### config.mk
export PLATFORM = sky130hd
export DESIGN_NAME = sync_length_packet_deframer_top
export DESIGN_NICKNAME = d
export VERILOG_FILES = /design/src/slpd_pkg.sv /design/src/sync_length_packet_deframer_top.sv /design/src/slpd_ingress.sv /design/src/slpd_parser.sv
export SDC_FILE = /design/constraint.sdc
export NUM_CORES = 1
export LEC_CHECK = 0
export ABC_AREA = 1
export BUFFER_PORTS_ARGS = -buffer_cell sky130_fd_sc_hd__buf_2
export CORE_MARGIN = 1
export CORE_UTILIZATION = 45
export DETAILED_ROUTE_END_ITERATION = 7
export PLACE_DENSITY = 0.74
export SLEW_MARGIN = 10
export SYNTH_ARGS = -nofsm -noshare
export SYNTH_HDL_FRONTEND = slang
export SYNTH_SLANG_ARGS = --single-unit
### constraint.sdc
create_clock -name clk -period 5.52 [get_ports clk]
set_input_delay 0.276 -clock clk [delete_from_list [all_inputs] [get_ports clk]]
set_output_delay 0.276 -clock clk [all_outputs]
set_load 0.02 [all_outputs]
### src/slpd_pkg.sv
// Types and constants for the sync/length packet deframer
`default_nettype none
package slpd_pkg;

	localparam logic [7:0] SYNC_FIRST  = 8'hFF;
	localparam logic [7:0] SYNC_SECOND = 8'hFA;

	typedef enum logic [2:0] {
		PH_HUNT  = 3'd0,
		PH_SYNC2 = 3'd1,
		PH_LEN   = 3'd2,
		PH_CMD   = 3'd3,
		PH_DATA  = 3'd4
	} phase_t;

	typedef struct packed {
		logic [7:0] command;
		logic [7:0] payload_length;
		logic [7:0] payload_byte;
		logic [7:0] byte_index;
		logic       has_payload;
		logic       last;
	} result_t;

	typedef struct packed {
		logic       valid;
		logic [7:0] rx_byte;
	} stage_t;

endpackage
`default_nettype wire

### src/sync_length_packet_deframer_top.sv
// Top level of the sync/length packet deframer
//
//  channel | dir | fields
//  s_*     | in  | tdata[7:0] rx_byte
//  m_*     | out | tdata command, payload_length, payload_byte, byte_index;
//          |     | tuser has_payload; tlast last
//
// One byte per cycle sustained while the output takes results. A byte taken
// is held in the input register, and the state machine loads the result
// register from it, so a result passes both registers before it is offered.
// Reset returns the framer to hunting for the first sync byte.
// A stalled output blocks only bytes that produce a result.
`default_nettype none
module sync_length_packet_deframer_top (
	input  wire logic        clk,
	input  wire logic        arst_n,
	input  wire logic        s_tvalid,
	output logic             s_tready,
	input  wire logic [7:0]  s_tdata,   // [7:0] rx_byte
	output logic             m_tvalid,
	input  wire logic        m_tready,
	output logic [31:0]      m_tdata,   // [7:0] command, [15:8] payload_length,
	                                    // [23:16] payload_byte, [31:24] byte_index
	output logic             m_tuser,   // [0] has_payload
	output logic             m_tlast
);

	slpd_pkg::stage_t  stage;
	slpd_pkg::result_t result;
	logic              take;

	slpd_ingress u_ingress (
		.clk      (clk),
		.arst_n   (arst_n),
		.in_valid (s_tvalid),
		.in_ready (s_tready),
		.in_data  (s_tdata),
		.take     (take),
		.stage    (stage)
	);

	slpd_parser u_parser (
		.clk       (clk),
		.arst_n    (arst_n),
		.stage     (stage),
		.take      (take),
		.out_valid (m_tvalid),
		.out_ready (m_tready),
		.result    (result)
	);

	assign m_tdata = {result.byte_index, result.payload_byte,
		result.payload_length, result.command};
	assign m_tuser = result.has_payload;
	assign m_tlast = result.last;

endmodule
`default_nettype wire

### src/slpd_ingress.sv
// Input register stage of the deframer
`default_nettype none
module slpd_ingress (
	input  wire logic          clk,
	input  wire logic          arst_n,
	input  wire logic          in_valid,
	output logic               in_ready,
	input  wire logic [7:0]    in_data,
	input  wire logic          take,
	output slpd_pkg::stage_t   stage
);

	logic       valid_s1;
	logic [7:0] byte_s1;

	assign in_ready = !valid_s1 || take;

	always_ff @(posedge clk or negedge arst_n) begin
		if (!arst_n) begin
			valid_s1 <= 1'b0;
		end else if (in_ready) begin
			valid_s1 <= in_valid;
		end
	end

	always_ff @(posedge clk) begin
		if (in_ready && in_valid) begin
			byte_s1 <= in_data;
		end
	end

	assign stage.valid   = valid_s1;
	assign stage.rx_byte = byte_s1;

endmodule
`default_nettype wire

### src/slpd_parser.sv
// Framing state machine and result register of the deframer
`default_nettype none
module slpd_parser (
	input  wire logic          clk,
	input  wire logic          arst_n,
	input  wire slpd_pkg::stage_t stage,
	output logic               take,
	output logic               out_valid,
	input  wire logic          out_ready,
	output slpd_pkg::result_t  result
);

	slpd_pkg::phase_t  phase_q, phase_d;
	logic [7:0]        len_q, cmd_q, cnt_q;
	logic              emit;
	logic              is_last;
	logic              slot_free;
	slpd_pkg::result_t res_d;
	slpd_pkg::result_t res_q;
	logic              valid_q;

	assign is_last = ({1'b0, cnt_q} + 9'd1) >= {1'b0, len_q};

	always_comb begin
		phase_d = phase_q;
		case (phase_q)
			slpd_pkg::PH_SYNC2: begin
				if (stage.rx_byte == slpd_pkg::SYNC_SECOND)
					phase_d = slpd_pkg::PH_LEN;
				else if (stage.rx_byte == slpd_pkg::SYNC_FIRST)
					phase_d = slpd_pkg::PH_SYNC2;
				else
					phase_d = slpd_pkg::PH_HUNT;
			end
			slpd_pkg::PH_LEN: begin
				phase_d = slpd_pkg::PH_CMD;
			end
			slpd_pkg::PH_CMD: begin
				phase_d = (len_q == 8'd0) ? slpd_pkg::PH_HUNT : slpd_pkg::PH_DATA;
			end
			slpd_pkg::PH_DATA: begin
				phase_d = is_last ? slpd_pkg::PH_HUNT : slpd_pkg::PH_DATA;
			end
			default: begin
				phase_d = (stage.rx_byte == slpd_pkg::SYNC_FIRST) ?
					slpd_pkg::PH_SYNC2 : slpd_pkg::PH_HUNT;
			end
		endcase
	end

	always_comb begin
		emit                 = 1'b0;
		res_d.command        = cmd_q;
		res_d.payload_length = len_q;
		res_d.payload_byte   = 8'd0;
		res_d.byte_index     = 8'd0;
		res_d.has_payload    = 1'b0;
		res_d.last           = 1'b0;
		case (phase_q)
			slpd_pkg::PH_CMD: begin
				// empty packet notice
				emit          = (len_q == 8'd0);
				res_d.command = stage.rx_byte;
				res_d.last    = 1'b1;
			end
			slpd_pkg::PH_DATA: begin
				emit              = 1'b1;
				res_d.payload_byte = stage.rx_byte;
				res_d.byte_index  = cnt_q;
				res_d.has_payload = 1'b1;
				res_d.last        = is_last;
			end
			default: begin
				emit = 1'b0;
			end
		endcase
	end

	assign slot_free = !valid_q || out_ready;
	assign take      = stage.valid && (!emit || slot_free);

	always_ff @(posedge clk or negedge arst_n) begin
		if (!arst_n) begin
			phase_q <= slpd_pkg::PH_HUNT;
			len_q   <= 8'd0;
			cmd_q   <= 8'd0;
			cnt_q   <= 8'd0;
		end else if (take) begin
			phase_q <= phase_d;
			case (phase_q)
				slpd_pkg::PH_LEN: begin
					len_q <= stage.rx_byte;
				end
				slpd_pkg::PH_CMD: begin
					cmd_q <= stage.rx_byte;
					cnt_q <= 8'd0;
				end
				slpd_pkg::PH_DATA: begin
					cnt_q <= cnt_q + 8'd1;
				end
				default: begin
					cnt_q <= cnt_q;
				end
			endcase
		end
	end

	always_ff @(posedge clk or negedge arst_n) begin
		if (!arst_n) begin
			valid_q <= 1'b0;
		end else if (take && emit) begin
			valid_q <= 1'b1;
		end else if (out_ready) begin
			valid_q <= 1'b0;
		end
	end

	always_ff @(posedge clk) begin
		if (take && emit) begin
			res_q <= res_d;
		end
	end

	assign out_valid = valid_q;
	assign result    = res_q;

endmodule
`default_nettype wire

==> results.yml <==
cts:
  cts_buffers: 9
  cts_buffer_depth: 2
  cts_sinks: 71
  insertion_delay_ns: 0.34
  cts-root-buf: "clkbuf_8"
  h-tree-depth: 3
  cts_tree: "built"
  cts_resized: 0
  clk_pin_slew_ns: 0.08
yosys:
  synth_cells: 289
  synth_seq_area_share_pct: 63.4
  synth_fp_nets: 310
  synth_area_sq_um: 3130
  ys_ff_latch: 71
  yosys_warnings: 0
  syn_area_per_cell_sq_um: 10.8
  synth_cell_types: 29
sta:
  finalHoldViolations: 0
  hold_ws_ns: 0.103
  finalSetupViolations: 0
  rsz0062_at_grt: "false"
  relSlewSlack_pct: 42.3
  min_period_ns: 2.58
  slew_violations: 0
  setup_tns_ns: 0
  finalCritPeriodShare_pct: 46.7
  skew_ns: 0.00827
  worst_pin_slew_ns: 0.860
  max_freq_ghz: 0.388
flow_run:
  drv_cap: 0
grt:
  track_usage_pct: 17.9
  grt_overflow: 0
  antenna_found_initial: 0
  grt_pass1_wl_um: 9690
  grt_pass1_vias: 2081
  grt_max_degree: 30
drt:
  via_per_inst: 4.87
  ant_nets: 0
  drtPass1Iterations: 4
  drc_errors: 0
  wirelength_um: 5790
  drt_iter0_drc: 109
  vias: 2088
  routedWlPerCell_um: 13.5
floorplan:
  ios: 48
  start_util_pct: 46.4
  die_y_um: 85.4
  die_x_um: 85.4
  die-area_sq_um: 7300
  core_area_sq_um: 6760
  num_rows: 30
placed_design:
  portBuffers: 47
  gp_congestion: 0.813
  post-dp-hpwl_um: 4140
worst_setup_path:
  end_kind: "flip-flop"
  path_cells: "inv_1 -> nand3_2 -> nor3_4 -> o21ai_4 -> nand2_4 -> inv_2 -> o21ai_1 -> inv_1 -> buf_4"
  cpPeakStageDelay_ns: 0.43
  path_max_fanout: 25
  worstPathArrival_ns: 2.59
  critPathTopFamily: "buffers and inverters"
  worst_ep_required_time_ns: 5.53
  path_class: "reg2reg"
  cpMostUsedCell: "inv_1"
  path_buf_inv: 4
  cpMaxStageDelayCell: "dfrtp_1"
  crit_path_start_kind: "flip-flop"
status:
  outcome: "complete, no violations"
finish:
  nFillCells: 604
  diodes: 0
  nets: 365
  area_growth_pct: 16.3
  drive_above_1_share_pct: 24.1
power:
  ir_worst_vdd_mv: 0.250
  p_leak_nw: 1.73
  power_density_nw_per_um2: 391
min_path:
  hold_class: "in2reg"
==> report_power, final <==
part / internal [mW] / switching [mW]
Combinational: 0.111 / 0.202
Clock: 0.209 / 0.197
Sequential: 0.654 / 0.0511
==> final timing paths <==
| check | depth (start not counted) | to | slack (ns) | startpoint |
|---|---|---|---|---|
| setup reg to reg | 9 | u_parser.result[8]$_SDFFCE_PN0P_ | 2.94 | u_parser.phase_q[2]$_DFFE_PN0P_ |
| hold reg to reg | 0 | u_parser.result[24]$_DFFE_PP_ | 0.48 | u_parser.len_q[6]$_DFFE_PN0P_ |
| setup / recovery | 9 | u_parser.result[8]$_SDFFCE_PN0P_ | 2.94 | u_parser.phase_q[2]$_DFFE_PN0P_ |
| min in group asynchronous | 2 | u_parser.cmd_q[5]$_DFFE_PN0P_ | 0.50 | arst_n |
| max in group asynchronous | 2 | u_parser.len_q[2]$_DFFE_PN0P_ | 4.56 | arst_n |
| hold / removal | 1 | u_ingress.byte_s1[3]$_DFFE_PP_ | 0.10 | s_tdata[3] |
==> cells in the final DEF, fill, tap and decap left out <==
cell	synthesis	final
a21oi_1	2	2
nor3_4	2	2
nand2_1	72	72
ha_1	9	9
clkinvlp_4	0	1
o21ai_1	10	10
o21ai_2	8	8
clkinv_2	0	2
or2_2	1	1
nand3_4	2	2
inv_2	3	3
inv_1	44	44
dfrtp_1	29	29
nand3_1	9	9
o21a_1	8	8
buf_4	1	1
nor3_1	3	3
o21ai_4	1	1
nand3_2	1	1
buf_2	1	47
or2_1	1	1
xor2_1	5	5
nor2_1	22	22
a31oi_1	2	2
edfxtp_1	42	42
nand2_4	1	1
o21ai_0	3	3
clkinv_4	0	3
nand4_1	3	3
bufinv_16	0	1
inv_4	1	1
dlygate4sd3_1	0	1
clkbuf_8	0	9
==> synthesized netlist by cell type <==
cell      number  area [sq um]
nand2_1       72           270
inv_1         44           165
edfxtp_1      42          1260
dfrtp_1       29           726
nor2_1        22          82.6
o21ai_1       10          50.1
ha_1           9           113
nand3_1        9          45.0
o21a_1         8          60.1
o21ai_2        8          70.1
xor2_1         5          43.8
inv_2          3          11.3
nand4_1        3          18.8
nor3_1         3          15.0
o21ai_0        3          15.0
a21oi_1        2          10.0
a31oi_1        2          12.5
buf_6          2          22.5
nand3_4        2          35.0
nor3_4         2          32.5
buf_1          1          3.75
buf_2          1          5.00
buf_4          1          7.51
inv_4          1          6.26
nand2_4        1          11.3
nand3_2        1          10.0
o21ai_4        1          16.3
or2_1          1          6.26
or2_2          1          6.26
==> per-layer routing <==
layer | global-route usage [%] | up-vias | wire, um
li1 | - | 1045 | -
met1 | 22.0 | 979 | 2570
met2 | 29.5 | 57 | 2860
met3 | 6.32 | 7 | 283
met4 | 6.06 | 0 | 74
met5 | 0 | - | 0
==> flip-flops by register name, summed over array words and instances (netlist names) <==
register            flops
u_ingress.byte_s1       8
u_ingress.valid_s1      1
u_parser.cmd_q          8
u_parser.cnt_q          8
u_parser.len_q          8
u_parser.out_valid      1
u_parser.phase_q        3
u_parser.result        34
==> cell type report <==
type                    count  area (sq um)  share of cell area [%]
repair buffers             49           253                    6.94
clock inverters             7          73.8                    2.03
well taps                  80           100                    2.75
flip-flops and latches     71          1990                    54.5
inverters                  48           183                    5.01
multi-input cells         165           923                    25.3
clock buffers               9           124                    3.40
==> through the flow <==
step	cell area [sq um]	std cells	setup slack [ns]	power, mW	util [%]
floorplan	3130	289	3.33	0.945	-
global placement	3440	412	3.01	1.02	50.9
detailed placement	3440	412	2.95	1.03	50.9
CTS	3640	429	2.90	1.44	53.9
global route	3640	429	2.70	1.51	53.9
finish	3640	429	2.94	1.42	53.9
==> cell families after synthesis <==
logic type | Yosys count | share of synthesized area [%]
buffers and inverters | 53 | 7.07
AO/OA/AOI/OAI | 34 | 7.47
flip-flops | 71 | 63.4
XOR/XNOR | 5 | 1.40
AND/OR/NAND/NOR | 117 | 17.0
adder cells (fa/ha/maj) | 9 | 3.60
==> repair_timing <==
item                       CTS  global route
setup buffers                0             0
hold endpoints to repair    29             0
setup endpoints to repair    0             0
hold buffers                 1             0
(Power assumes the default switching activity.)
